<file path="config.mk">
export PLATFORM = sky130hd
export DESIGN_NAME = usb_midi_event_packet_encoder_top
export DESIGN_NICKNAME = d
export VERILOG_FILES = /design/src/sv/umep_pkg.sv /design/src/sv/usb_midi_event_packet_encoder_top.sv /design/src/sv/umep_encode.sv
export SDC_FILE = /design/constraint.sdc
export NUM_CORES = 1
export LEC_CHECK = 0
export CORE_MARGIN = 10
export CORE_UTILIZATION = 50
export CTS_BUF_LIST = sky130_fd_sc_hd__clkbuf_4
export DETAILED_ROUTE_END_ITERATION = 8
export DONT_BUFFER_PORTS = 1
export SYNTH_ARGS = -nofsm -noshare
export SYNTH_HDL_FRONTEND = slang
export SYNTH_SLANG_ARGS = --single-unit
export TNS_END_PERCENT = 50
</file>
<file path="constraint.sdc">
create_clock -name aclk -period 6.4 [get_ports aclk]
set_input_delay 0.32 -clock aclk [delete_from_list [all_inputs] [get_ports aclk]]
set_output_delay 0.32 -clock aclk [all_outputs]
set_load 0.1 [all_outputs]
</file>
<file path="src/sv/umep_pkg.sv">
// Shared types and constants for the USB-MIDI event packet encoder.
// No dependencies; used by umep_encode and usb_midi_event_packet_encoder_top.
package umep_pkg;

    // Item kinds carried on s_tuser.
    typedef enum logic [1:0] {
        MODE_NOTE_ON  = 2'd0,
        MODE_NOTE_OFF = 2'd1,
        MODE_SYSEX    = 2'd2
    } mode_t;

    // Code index numbers.
    localparam logic [3:0] CIN_NOTE_ON    = 4'h9;
    localparam logic [3:0] CIN_NOTE_OFF   = 4'h8;
    localparam logic [3:0] CIN_SYSEX_CONT = 4'h4;
    localparam logic [3:0] CIN_SYSEX_END1 = 4'h5;
    localparam logic [3:0] CIN_SYSEX_END2 = 4'h6;
    localparam logic [3:0] CIN_SYSEX_END3 = 4'h7;

    // Status bytes and the data byte mask.
    localparam logic [7:0] STATUS_NOTE_ON  = 8'h90;
    localparam logic [7:0] STATUS_NOTE_OFF = 8'h80;
    localparam logic [7:0] DATA_MASK       = 8'h7F;

    localparam int unsigned HELD_DEPTH = 3;

    typedef struct packed {
        mode_t       mode;
        logic [3:0]  cable;
        logic [3:0]  channel;
        logic [7:0]  data_byte;
        logic [6:0]  velocity;
        logic        last;
    } item_t;

    typedef struct packed {
        logic [7:0]  header;
        logic [7:0]  midi_byte_one;
        logic [7:0]  midi_byte_two;
        logic [7:0]  midi_byte_three;
        logic        end_of_run;
    } packet_t;

    typedef struct packed {
        logic [HELD_DEPTH-1:0][7:0] held_bytes;
        logic [1:0]                 held_count;
        logic [3:0]                 message_cable;
    } enc_state_t;

    typedef struct packed {
        logic [1:0]  count;     // packets produced: 0, 1 or 2
        packet_t     pkt0;
        packet_t     pkt1;
        enc_state_t  next_state;
    } enc_result_t;

endpackage

</file>
<file path="src/sv/usb_midi_event_packet_encoder_top.sv">
// USB-MIDI event packet encoder, top level: input register, packet builder,
// output register with a one-packet overflow stage. Depends on umep_pkg and umep_encode.
//
// Usage: each input transaction on the s_ channel carries one MIDI item. s_tuser
// gives its kind (note on, note off, one SysEx byte) and s_tlast marks the final
// byte of a SysEx message. Each output transaction on the m_ channel is one
// 4-byte USB-MIDI event packet; m_tlast is high on the last packet caused by an
// input item. Notes give one packet; SysEx bytes are gathered three at a time,
// and a final byte can give two packets (a continuation packet and an end packet).
//
// An item is taken into the input register, the packet builder works on it there
// and writes the result register, from which the first packet shows on the m_
// side. Items are taken at one item per cycle while the receiver keeps up; an
// item that gives two packets holds the next one while the second packet moves
// from the overflow stage into the result register.
//
// When the receiver stalls, packets wait in the result register and the
// overflow stage; items that give no packet still pass, and the input register
// holds one more item before s_tready drops. Reset (aresetn low, synchronous)
// empties all stages and clears the held SysEx bytes, their count and the
// latched cable.
module usb_midi_event_packet_encoder_top
    import umep_pkg::*;
(
    input  logic        aclk,
    input  logic        aresetn,
    input  logic        s_tvalid,
    output logic        s_tready,
    input  logic [23:0] s_tdata,   // cable[3:0], channel[7:4], data_byte[15:8],
                                   // velocity[22:16], zero pad[23]
    input  logic [1:0]  s_tuser,   // mode[1:0]
    input  logic        s_tlast,
    output logic        m_tvalid,
    input  logic        m_tready,
    output logic [31:0] m_tdata,   // header[7:0], midi_byte_one[15:8],
                                   // midi_byte_two[23:16], midi_byte_three[31:24]
    output logic        m_tlast
);

    // Input register.
    logic        in_valid_reg, in_valid_next;
    item_t       in_item_reg;

    // SysEx state.
    enc_state_t  state_reg;

    // Result register and overflow stage.
    logic        out_valid_reg, out_valid_next;
    packet_t     out_pkt_reg, out_pkt_next;
    logic        pend_valid_reg, pend_valid_next;
    packet_t     pend_pkt_reg, pend_pkt_next;

    enc_result_t enc;
    logic        out_free;
    logic        consume;
    item_t       s_item;

    umep_encode u_encode (
        .item   (in_item_reg),
        .state  (state_reg),
        .result (enc)
    );

    assign s_item = '{mode: mode_t'(s_tuser),
                      cable: s_tdata[3:0],
                      channel: s_tdata[7:4],
                      data_byte: s_tdata[15:8],
                      velocity: s_tdata[22:16],
                      last: s_tlast};

    // The result register is free this cycle if empty or being taken.
    assign out_free = !out_valid_reg || m_tready;
    // An item that gives no packet always passes; otherwise both output stages
    // must be free after this cycle.
    assign consume  = in_valid_reg &&
                      ((enc.count == 2'd0) || (out_free && !pend_valid_reg));
    assign s_tready = !in_valid_reg || consume;

    always_comb begin
        in_valid_next   = in_valid_reg;
        out_valid_next  = out_valid_reg;
        out_pkt_next    = out_pkt_reg;
        pend_valid_next = pend_valid_reg;
        pend_pkt_next   = pend_pkt_reg;

        if (s_tvalid && s_tready) begin
            in_valid_next = 1'b1;
        end else if (consume) begin
            in_valid_next = 1'b0;
        end

        if (consume && enc.count != 2'd0) begin
            out_valid_next = 1'b1;
            out_pkt_next   = enc.pkt0;
            if (enc.count == 2'd2) begin
                pend_valid_next = 1'b1;
                pend_pkt_next   = enc.pkt1;
            end
        end else if (out_free && pend_valid_reg) begin
            out_valid_next  = 1'b1;
            out_pkt_next    = pend_pkt_reg;
            pend_valid_next = 1'b0;
        end else if (m_tready) begin
            out_valid_next = 1'b0;
        end
    end

    always_ff @(posedge aclk) begin
        if (!aresetn) begin
            in_valid_reg   <= 1'b0;
            out_valid_reg  <= 1'b0;
            pend_valid_reg <= 1'b0;
            state_reg      <= '0;
        end else begin
            in_valid_reg   <= in_valid_next;
            out_valid_reg  <= out_valid_next;
            pend_valid_reg <= pend_valid_next;
            if (consume) begin
                state_reg <= enc.next_state;
            end
        end
    end

    always_ff @(posedge aclk) begin
        if (s_tvalid && s_tready) begin
            in_item_reg <= s_item;
        end
        out_pkt_reg  <= out_pkt_next;
        pend_pkt_reg <= pend_pkt_next;
    end

    assign m_tvalid = out_valid_reg;
    assign m_tdata  = {out_pkt_reg.midi_byte_three, out_pkt_reg.midi_byte_two,
                       out_pkt_reg.midi_byte_one, out_pkt_reg.header};
    assign m_tlast  = out_pkt_reg.end_of_run;

    // The overflow stage is only ever filled behind a full result register.
    a_pend_behind_out: assert property (@(posedge aclk) disable iff (!aresetn)
        pend_valid_reg |-> out_valid_reg)
        else $error("overflow packet without a packet in the result register");

    // An item giving two packets fills both output stages.
    a_two_packets: assert property (@(posedge aclk) disable iff (!aresetn)
        consume && enc.count == 2'd2 |=> pend_valid_reg && out_valid_reg)
        else $error("second packet of an item was lost");

    // A non-final SysEx byte after three held bytes leaves exactly one held.
    a_flush_restart: assert property (@(posedge aclk) disable iff (!aresetn)
        consume && in_item_reg.mode == MODE_SYSEX && !in_item_reg.last &&
        state_reg.held_count == 2'd3 |=> state_reg.held_count == 2'd1)
        else $error("held byte count wrong after a continuation packet");

    // Items that give no packet never touch the output stages.
    a_no_packet_quiet: assert property (@(posedge aclk) disable iff (!aresetn)
        consume && enc.count == 2'd0 && !out_valid_reg && !pend_valid_reg
        |=> !out_valid_reg)
        else $error("packet appeared for an item that gives none");

endmodule

</file>
<file path="src/sv/umep_encode.sv">
// Combinational packet builder: one item plus the held SysEx state in,
// up to two event packets and the next state out. Depends on umep_pkg.
module umep_encode
    import umep_pkg::*;
(
    input  item_t       item,
    input  enc_state_t  state,
    output enc_result_t result
);

    always_comb begin
        logic [3:0] cab;
        logic [1:0] cnt;
        logic       flushed;
        packet_t    end_pkt;

        result            = '0;
        result.next_state = state;
        cab               = state.message_cable;
        cnt               = state.held_count;
        flushed           = 1'b0;
        end_pkt           = '0;

        case (item.mode)
            MODE_NOTE_ON: begin
                result.count = 2'd1;
                result.pkt0  = '{header: {item.cable, CIN_NOTE_ON},
                                 midi_byte_one: STATUS_NOTE_ON | {4'h0, item.channel},
                                 midi_byte_two: item.data_byte & DATA_MASK,
                                 midi_byte_three: {1'b0, item.velocity},
                                 end_of_run: 1'b1};
            end
            MODE_NOTE_OFF: begin
                result.count = 2'd1;
                result.pkt0  = '{header: {item.cable, CIN_NOTE_OFF},
                                 midi_byte_one: STATUS_NOTE_OFF | {4'h0, item.channel},
                                 midi_byte_two: item.data_byte & DATA_MASK,
                                 midi_byte_three: 8'h00,
                                 end_of_run: 1'b1};
            end
            MODE_SYSEX: begin
                // The cable is latched at the first byte of a message.
                if (state.held_count == 2'd0) begin
                    cab = item.cable;
                end
                result.next_state.message_cable = cab;

                // Three bytes already held: they go out as a continuation packet.
                if (state.held_count == 2'd3) begin
                    flushed     = 1'b1;
                    cnt         = 2'd0;
                    result.pkt0 = '{header: {cab, CIN_SYSEX_CONT},
                                    midi_byte_one: state.held_bytes[0],
                                    midi_byte_two: state.held_bytes[1],
                                    midi_byte_three: state.held_bytes[2],
                                    end_of_run: ~item.last};
                end

                if (!item.last) begin
                    case (cnt)
                        2'd0: result.next_state.held_bytes[0] = item.data_byte;
                        2'd1: result.next_state.held_bytes[1] = item.data_byte;
                        default: result.next_state.held_bytes[2] = item.data_byte;
                    endcase
                    result.next_state.held_count = cnt + 2'd1;
                    result.count                 = {1'b0, flushed};
                end else begin
                    case (cnt)
                        2'd0: end_pkt = '{header: {cab, CIN_SYSEX_END1},
                                          midi_byte_one: item.data_byte,
                                          midi_byte_two: 8'h00,
                                          midi_byte_three: 8'h00,
                                          end_of_run: 1'b1};
                        2'd1: end_pkt = '{header: {cab, CIN_SYSEX_END2},
                                          midi_byte_one: state.held_bytes[0],
                                          midi_byte_two: item.data_byte,
                                          midi_byte_three: 8'h00,
                                          end_of_run: 1'b1};
                        default: end_pkt = '{header: {cab, CIN_SYSEX_END3},
                                             midi_byte_one: state.held_bytes[0],
                                             midi_byte_two: state.held_bytes[1],
                                             midi_byte_three: item.data_byte,
                                             end_of_run: 1'b1};
                    endcase
                    if (flushed) begin
                        result.pkt1  = end_pkt;
                        result.count = 2'd2;
                    end else begin
                        result.pkt0  = end_pkt;
                        result.count = 2'd1;
                    end
                    result.next_state.held_count = 2'd0;
                end
            end
            default: begin
                // Unused kind: no packet, state unchanged.
                result.count = 2'd0;
            end
        endcase
    end

endmodule
</file>
**After elaboration in Yosys (flattened, before gate mapping)**

Cells that the tools add are included.

- Add/sub/neg operators: 1
- Equality and inequality tests: 6
- Multiplexer cells: 25
- Bitwise operators: 2
- Reductions and logical operators: 28

Operator list:

| kind | count |
|---|---|
| 33-bit 2-to-1 mux | 5 |
| 33-bit one-hot mux with 3 select lines | 1 |
| 66-bit 2-to-1 mux | 1 |
| 27-bit one-hot mux with 2 select lines | 1 |
| 4-bit AND reduction | 3 |
| 1-bit 2-to-1 mux | 10 |
| 2-bit 2-to-1 mux | 5 |
| 2-bit logical NOT | 4 |
| 2-bit == test, second input constant | 3 |
| 2-bit AND reduction | 3 |
| 2-bit nonzero test | 3 |
| 1-bit logical AND | 5 |
| 2-bit by 1-bit == test with 1-bit output, second input constant | 2 |
| 4-bit 2-to-1 mux | 1 |
| 2-bit one-hot mux with 2 select lines | 1 |
| 2-bit OR reduction | 2 |
| 1-bit logical NOT | 3 |
| 1-bit logical OR | 3 |
| 3-bit AND reduction | 1 |
| 3-bit nonzero test | 1 |
| 2-bit by 1-bit adder with 2-bit output, second input constant | 1 |
| 2-bit by 1-bit inequality test with 1-bit output, second input constant | 1 |
| 1-bit inverter | 2 |

- Bits in registers: 125
- Input bits: 31
- Output and inout port bits: 35
- Word-level logic and storage cells: 86

**Depth between registers and ports, before layout**

- Depth in word-level cells: 12
- Mapped depth: 10
- Mapped depth without buffers: 7

**Modules after synthesis**

A second synthesis with hierarchy kept.

- Cell total of the unflattened synthesis: 490
- Area total of the unflattened synthesis: 6029.5 µm²

Modules (own cells, without submodules):

| module | instances | cells each | area each (µm²) | sequential area each (µm²) |
|---|---|---|---|---|
| usb_midi_event_packet_encoder_top | 1 | 278 | 4519.3 | 3423.3 |
| umep_encode | 1 | 212 | 1510.2 | 0.0 |

**Least setup slack after synthesis**

OpenSTA, ideal clock, no wires.

- Kind: register -> register
- From: register state_reg[4] in the netlist's numbering
- To: register pend_valid_reg
- Library setup time: 0.082 ns
- Arrival: 4.651 ns
- Required time: 6.318 ns
- Path slack: 1.667 ns
- Cell stages (with the launch flop): 8
- Buffers on the path: 0
- Clock period less this slack: 4.733 ns
- Cells stage by stage: dfxtp_1 > ha_1 > inv_1 > ha_1 > nand3b_1 > nor4_1 > o21ai_0 > a21oi_1

- Word-level cells in the longest chain between the ends: 12
- Elaborated cells on any way between the ends: 16
- Classes of those cells: eq/ne (3); mux (6); reduce/logical (7)

Ends and longest elaborated chain:

| what | RTL line | RTL |
|---|---|---|
| start, declared | usb_midi_event_packet_encoder_top.sv:45 | `enc_state_t state_reg;` |
| start signal, assigned | usb_midi_event_packet_encoder_top.sv:119 | `state_reg <= enc.next_state;` |
| 2-bit == test * | umep_encode.sv:49 | `if (state.held_count == 2'd3) begin` |
| 1-bit 2-to-1 mux * | umep_encode.sv:49 |  |
| 1-bit 2-to-1 mux * | umep_encode.sv:24 | `case (item.mode)` |
| 2-bit 2-to-1 mux | umep_encode.sv:85 | `if (flushed) begin` |
| 2-bit 2-to-1 mux * | umep_encode.sv:59 | `if (!item.last) begin` |
| 2-bit one-hot mux with 2 select lines * | umep_encode.sv:24 |  |
| 2-bit logical NOT | usb_midi_event_packet_encoder_top.sv:76 | `((enc.count == 2'd0) \|\| (out_free && !pend_valid_reg));` |
| 1-bit logical OR | usb_midi_event_packet_encoder_top.sv:76 |  |
| 1-bit logical AND | usb_midi_event_packet_encoder_top.sv:75 | `assign consume = in_valid_reg &&` |
| 1-bit logical AND | usb_midi_event_packet_encoder_top.sv:92 | `if (consume && enc.count != 2'd0) begin` |
| 2-bit by 1-bit inequality test with 1-bit output (no source line) / 2-bit nonzero test (equally long branches) | -- |  |
| 2-bit AND reduction (no source line) | -- |  |
| end signal, assigned | usb_midi_event_packet_encoder_top.sv:117 | `pend_valid_reg <= pend_valid_next;` |
| end, declared | usb_midi_event_packet_encoder_top.sv:50 | `logic pend_valid_reg, pend_valid_next;` |

Mark *: on every way between the ends. The rest lies on a longest branch, timed or not. The select of a mux whose other input is x is not followed.
A chain may end at the register's enable or synchronous reset.

**Worst setup path after layout**

- From: register state_reg[4] in the netlist's numbering
- To: output port s_tready

- Word-level cells in the longest chain between the ends: 10

Ends and longest elaborated chain:

| what | RTL line | RTL |
|---|---|---|
| 2-bit == test * | umep_encode.sv:49 |  |
| 1-bit 2-to-1 mux * | umep_encode.sv:49 |  |
| 1-bit 2-to-1 mux * | umep_encode.sv:24 |  |
| 2-bit 2-to-1 mux | umep_encode.sv:85 |  |
| 2-bit 2-to-1 mux * | umep_encode.sv:59 |  |
| 2-bit one-hot mux with 2 select lines * | umep_encode.sv:24 |  |
| 2-bit logical NOT * | usb_midi_event_packet_encoder_top.sv:76 |  |
| 1-bit logical OR * | usb_midi_event_packet_encoder_top.sv:76 |  |
| 1-bit logical AND * | usb_midi_event_packet_encoder_top.sv:75 |  |
| 1-bit logical OR * | usb_midi_event_packet_encoder_top.sv:77 | `assign s_tready = !in_valid_reg \|\| consume;` |
| end, declared | usb_midi_event_packet_encoder_top.sv:28 | `output logic s_tready,` |

Marks and branches as above.

==> flow_summary.yaml <==
finish:
  regArea_um2: 3363
  diodes: 0
  final_cell_mix: "edfxtp_1, nand2_1, nor2_1"
  syn_to_final_growth_pct: 10.83
  instances_no_fill: 677
  largest_reg_flops: 32
  n_fill_cell: 930
  multi_input_area_um2: 2088
  nNetsFinal: 562
  mostFrequentLayoutCell: "edfxtp_1"
  layout-drive-gt1-share: 0.09683
worst_setup_path:
  endpoint_kind: "output port"
  cp_top_family: "simple AND/OR/NAND/NOR gates"
  start_kind: "flip-flop"
  critPathSlowestCell: "nand3_1"
  cp_cell_sequence: "ha_1 -> inv_1 -> ha_1 -> a21oi_2 -> o21ai_1 -> buf_4 -> nand3_1"
  cpMostUsedCell: "ha_1"
  path_buf_inv: 2
  rr_worst_depth: 8
  required_ps: 6080
  cp_max_fo: 19
  max_stage_delay_ps: 830
  timing.rr.end: "m_tdata[18]"
  cp-startpoint: "state_reg[4]"
  rr_startpoint: "state_reg[4]"
  path_class: "reg2out"
  reg2reg_slack_ps: 3170
  crit_arrival_ps: 3240
die:
  fp.dieW_um: 126.1
  die_area_um2: 15900
  die_y_um: 126.1
  num_rows: 38
  ios: 66
  start_util: 0.5145
  core-area_um2: 10940
timing:
  period_needed_ps: 3564
  setup_tns_ps: 0
  grt_setup_unrepaired: "false"
  slew_headroom: 0.1907
  setup_viol: 0
  fin_worst_skew_ps: 18.69
  final-hold-violation-count: 0
  max_freq_mhz: 280.6
  tightest_slew_ps: 1214
  finalCritPeriodShare: 0.5569
  slew_violations: 0
routing:
  wl_per_cell_um: 20.06
  ant_nets: 0
  drtIter0Drc: 416
  vias: 3922
  via_per_inst: 5.793
  drt_wl_total_um: 13580
  first_pass_iters: 5
  drc_errors: 0
power_and_ir_drop:
  pwr-share-comb: 0.061
  switching_share: 0.2542
  switchingPower_w: 0.0003889
  power.internal_w: 0.001141
  seqPwrFrac: 0.618
  power_density_nw_per_um2: 245.4
  leakage_nw: 2.332
  vdd_ir_drop_max_v: 0.0001299
  clock_power_share: 0.321
global_route:
  grt_max_degree: 45
  antenna_found_initial: 0
  grt_pass1_vias: 3723
  grt_overflow: 0
  grt_usage: 0.1713
  grt_pass1_wl_um: 21330
synthesis:
  ys.flop_type: "edfxtp_1"
  ys_warn_count: 0
  synth_edf_count: 90
  yosysSeqAreaShare: 0.5977
  synth_nets: 545
  synth.distinct_cells: 55
  async_reset_ff_frac: 0
  syn_area_um2: 5627
  synthCells: 507
  synth_seq_cells: 123
  avgSynthCellArea_um2: 11.10
flow_run:
  cap_violations: 0
min_path:
  whs_path_depth: 2
  hold_class: "in2reg"
  worstHoldStart: "m_tready"
  whs_endpoint: "pend_valid_reg"
placed_design:
  place_inst: 616
  gp_congestion: 0.8322
  hpwlAfterDp_um: 9411
  io_buffers: 0
clock_tree:
  cts_root_buf: "clkbuf_4"
  clockBufferDepth: 2
  post_cts_buffers: 0
  cts_buffers: 17
  cts.sinks: 123
  htree_num_levels: 4
  cts_tree: "yes"
  clk_pin_slew_worst_paths_ps: 90
  clk_latency_ps: 540
outcome:
  status: "complete, no violations"
## how the worst max path moves through the flow
stage / slack, ps / end / depth (start not counted)
floorplan: 1670 / pend_valid_reg / 7
global placement: 3250 / in_valid_reg / 7
detailed placement: 3210 / m_tdata[17] / 4
CTS: 2820 / s_tready / 6
global route: 2670 / s_tready / 7
finish: 2840 / s_tready / 7
## layout make-up
class	instances	share of cell area
repair buffers	31	0.05056
clock buffers	27	0.03250
clock inverters	5	0.007424
well taps	140	0.02809
multi-input cells	339	0.3349
flip-flops and latches	123	0.5393
inverters	12	0.007223
## cells in the mapped netlist (all sizes together) (2+ instances only)
| library cell | count | area [um^2] |
|---|---|---|
| nand2b | 11 | 68.82 |
| nor2b | 3 | 18.77 |
| o32a | 4 | 40.04 |
| a21oi | 34 | 173.9 |
| and3 | 9 | 56.30 |
| ha | 7 | 87.58 |
| buf | 18 | 105.1 |
| a31oi | 15 | 93.84 |
| inv | 12 | 45.04 |
| mux2i | 32 | 320.3 |
| or3 | 7 | 43.79 |
| a22oi | 12 | 110.1 |
| nor3 | 3 | 15.01 |
| o21ai | 38 | 193.9 |
| edfxtp | 90 | 2703 |
| mux2 | 2 | 22.52 |
| a21boi | 4 | 30.03 |
| and2 | 9 | 56.31 |
| nand2 | 59 | 221.5 |
| dfxtp | 33 | 660.6 |
| o41ai | 3 | 26.28 |
| nand3b | 3 | 35.03 |
| clkbuf | 15 | 57.55 |
| nand3 | 6 | 40.04 |
| a311oi | 4 | 35.03 |
| nor2 | 58 | 225.2 |
## kinds of logic (layout without fill, tap and decap cells)
kind of cell               Yosys count  after routing  synth area share
AOI/OAI and AO/OA                  121            121            0.1352
adders and majority gates            7              7           0.01557
buffers and inverters               45             75           0.03691
muxes                               34             34           0.06093
DFF                                123            123            0.5977
and+or+nand+nor                    177            177            0.1537
## power by group through the flow
stage	Combinational [W]	Clock (W)	Sequential [W]
2_1_floorplan	0.0000643	0	0.000953
3_3_place_gp	0.0000724	0	0.000963
3_5_place_dp	0.0000740	0	0.000964
4_1_cts	0.0000932	0.000506	0.000946
5_1_grt	0.000103	0.000544	0.000948
6_report	0.0000937	0.000491	0.000946
## routing by layer
layer  up-vias  track usage  share of wire
li1       1887            -              -
met1      1887       0.2425           0.49
met2       133       0.2424           0.44
met3        15      0.04866          0.060
met4         0      0.06363          0.012
met5         -            0              0
## through the flow
| stage | setup slack (ps) | hold WS, ps | cell area [um^2] | total power (W) | util |
|---|---|---|---|---|---|
| floorplan | 1667 | 418.9 | 5627 | 0.001017 | - |
| global placement | 3245 | 419.0 | 5687 | 0.001036 | 0.5200 |
| detailed placement | 3210 | 418.9 | 5687 | 0.001038 | 0.5200 |
| CTS | 2825 | 40.64 | 6236 | 0.001545 | 0.5703 |
| global route | 2669 | 49.88 | 6236 | 0.001595 | 0.5703 |
| finish | 2836 | 93.12 | 6236 | 0.001530 | 0.5703 |
## timing repair
action	in CTS	in global routing
resized for setup	0	0
hold endpoints to repair	59	0
hold buffers	29	0
endpoints found under the setup margin	0	0
(Power assumes the default switching activity.)
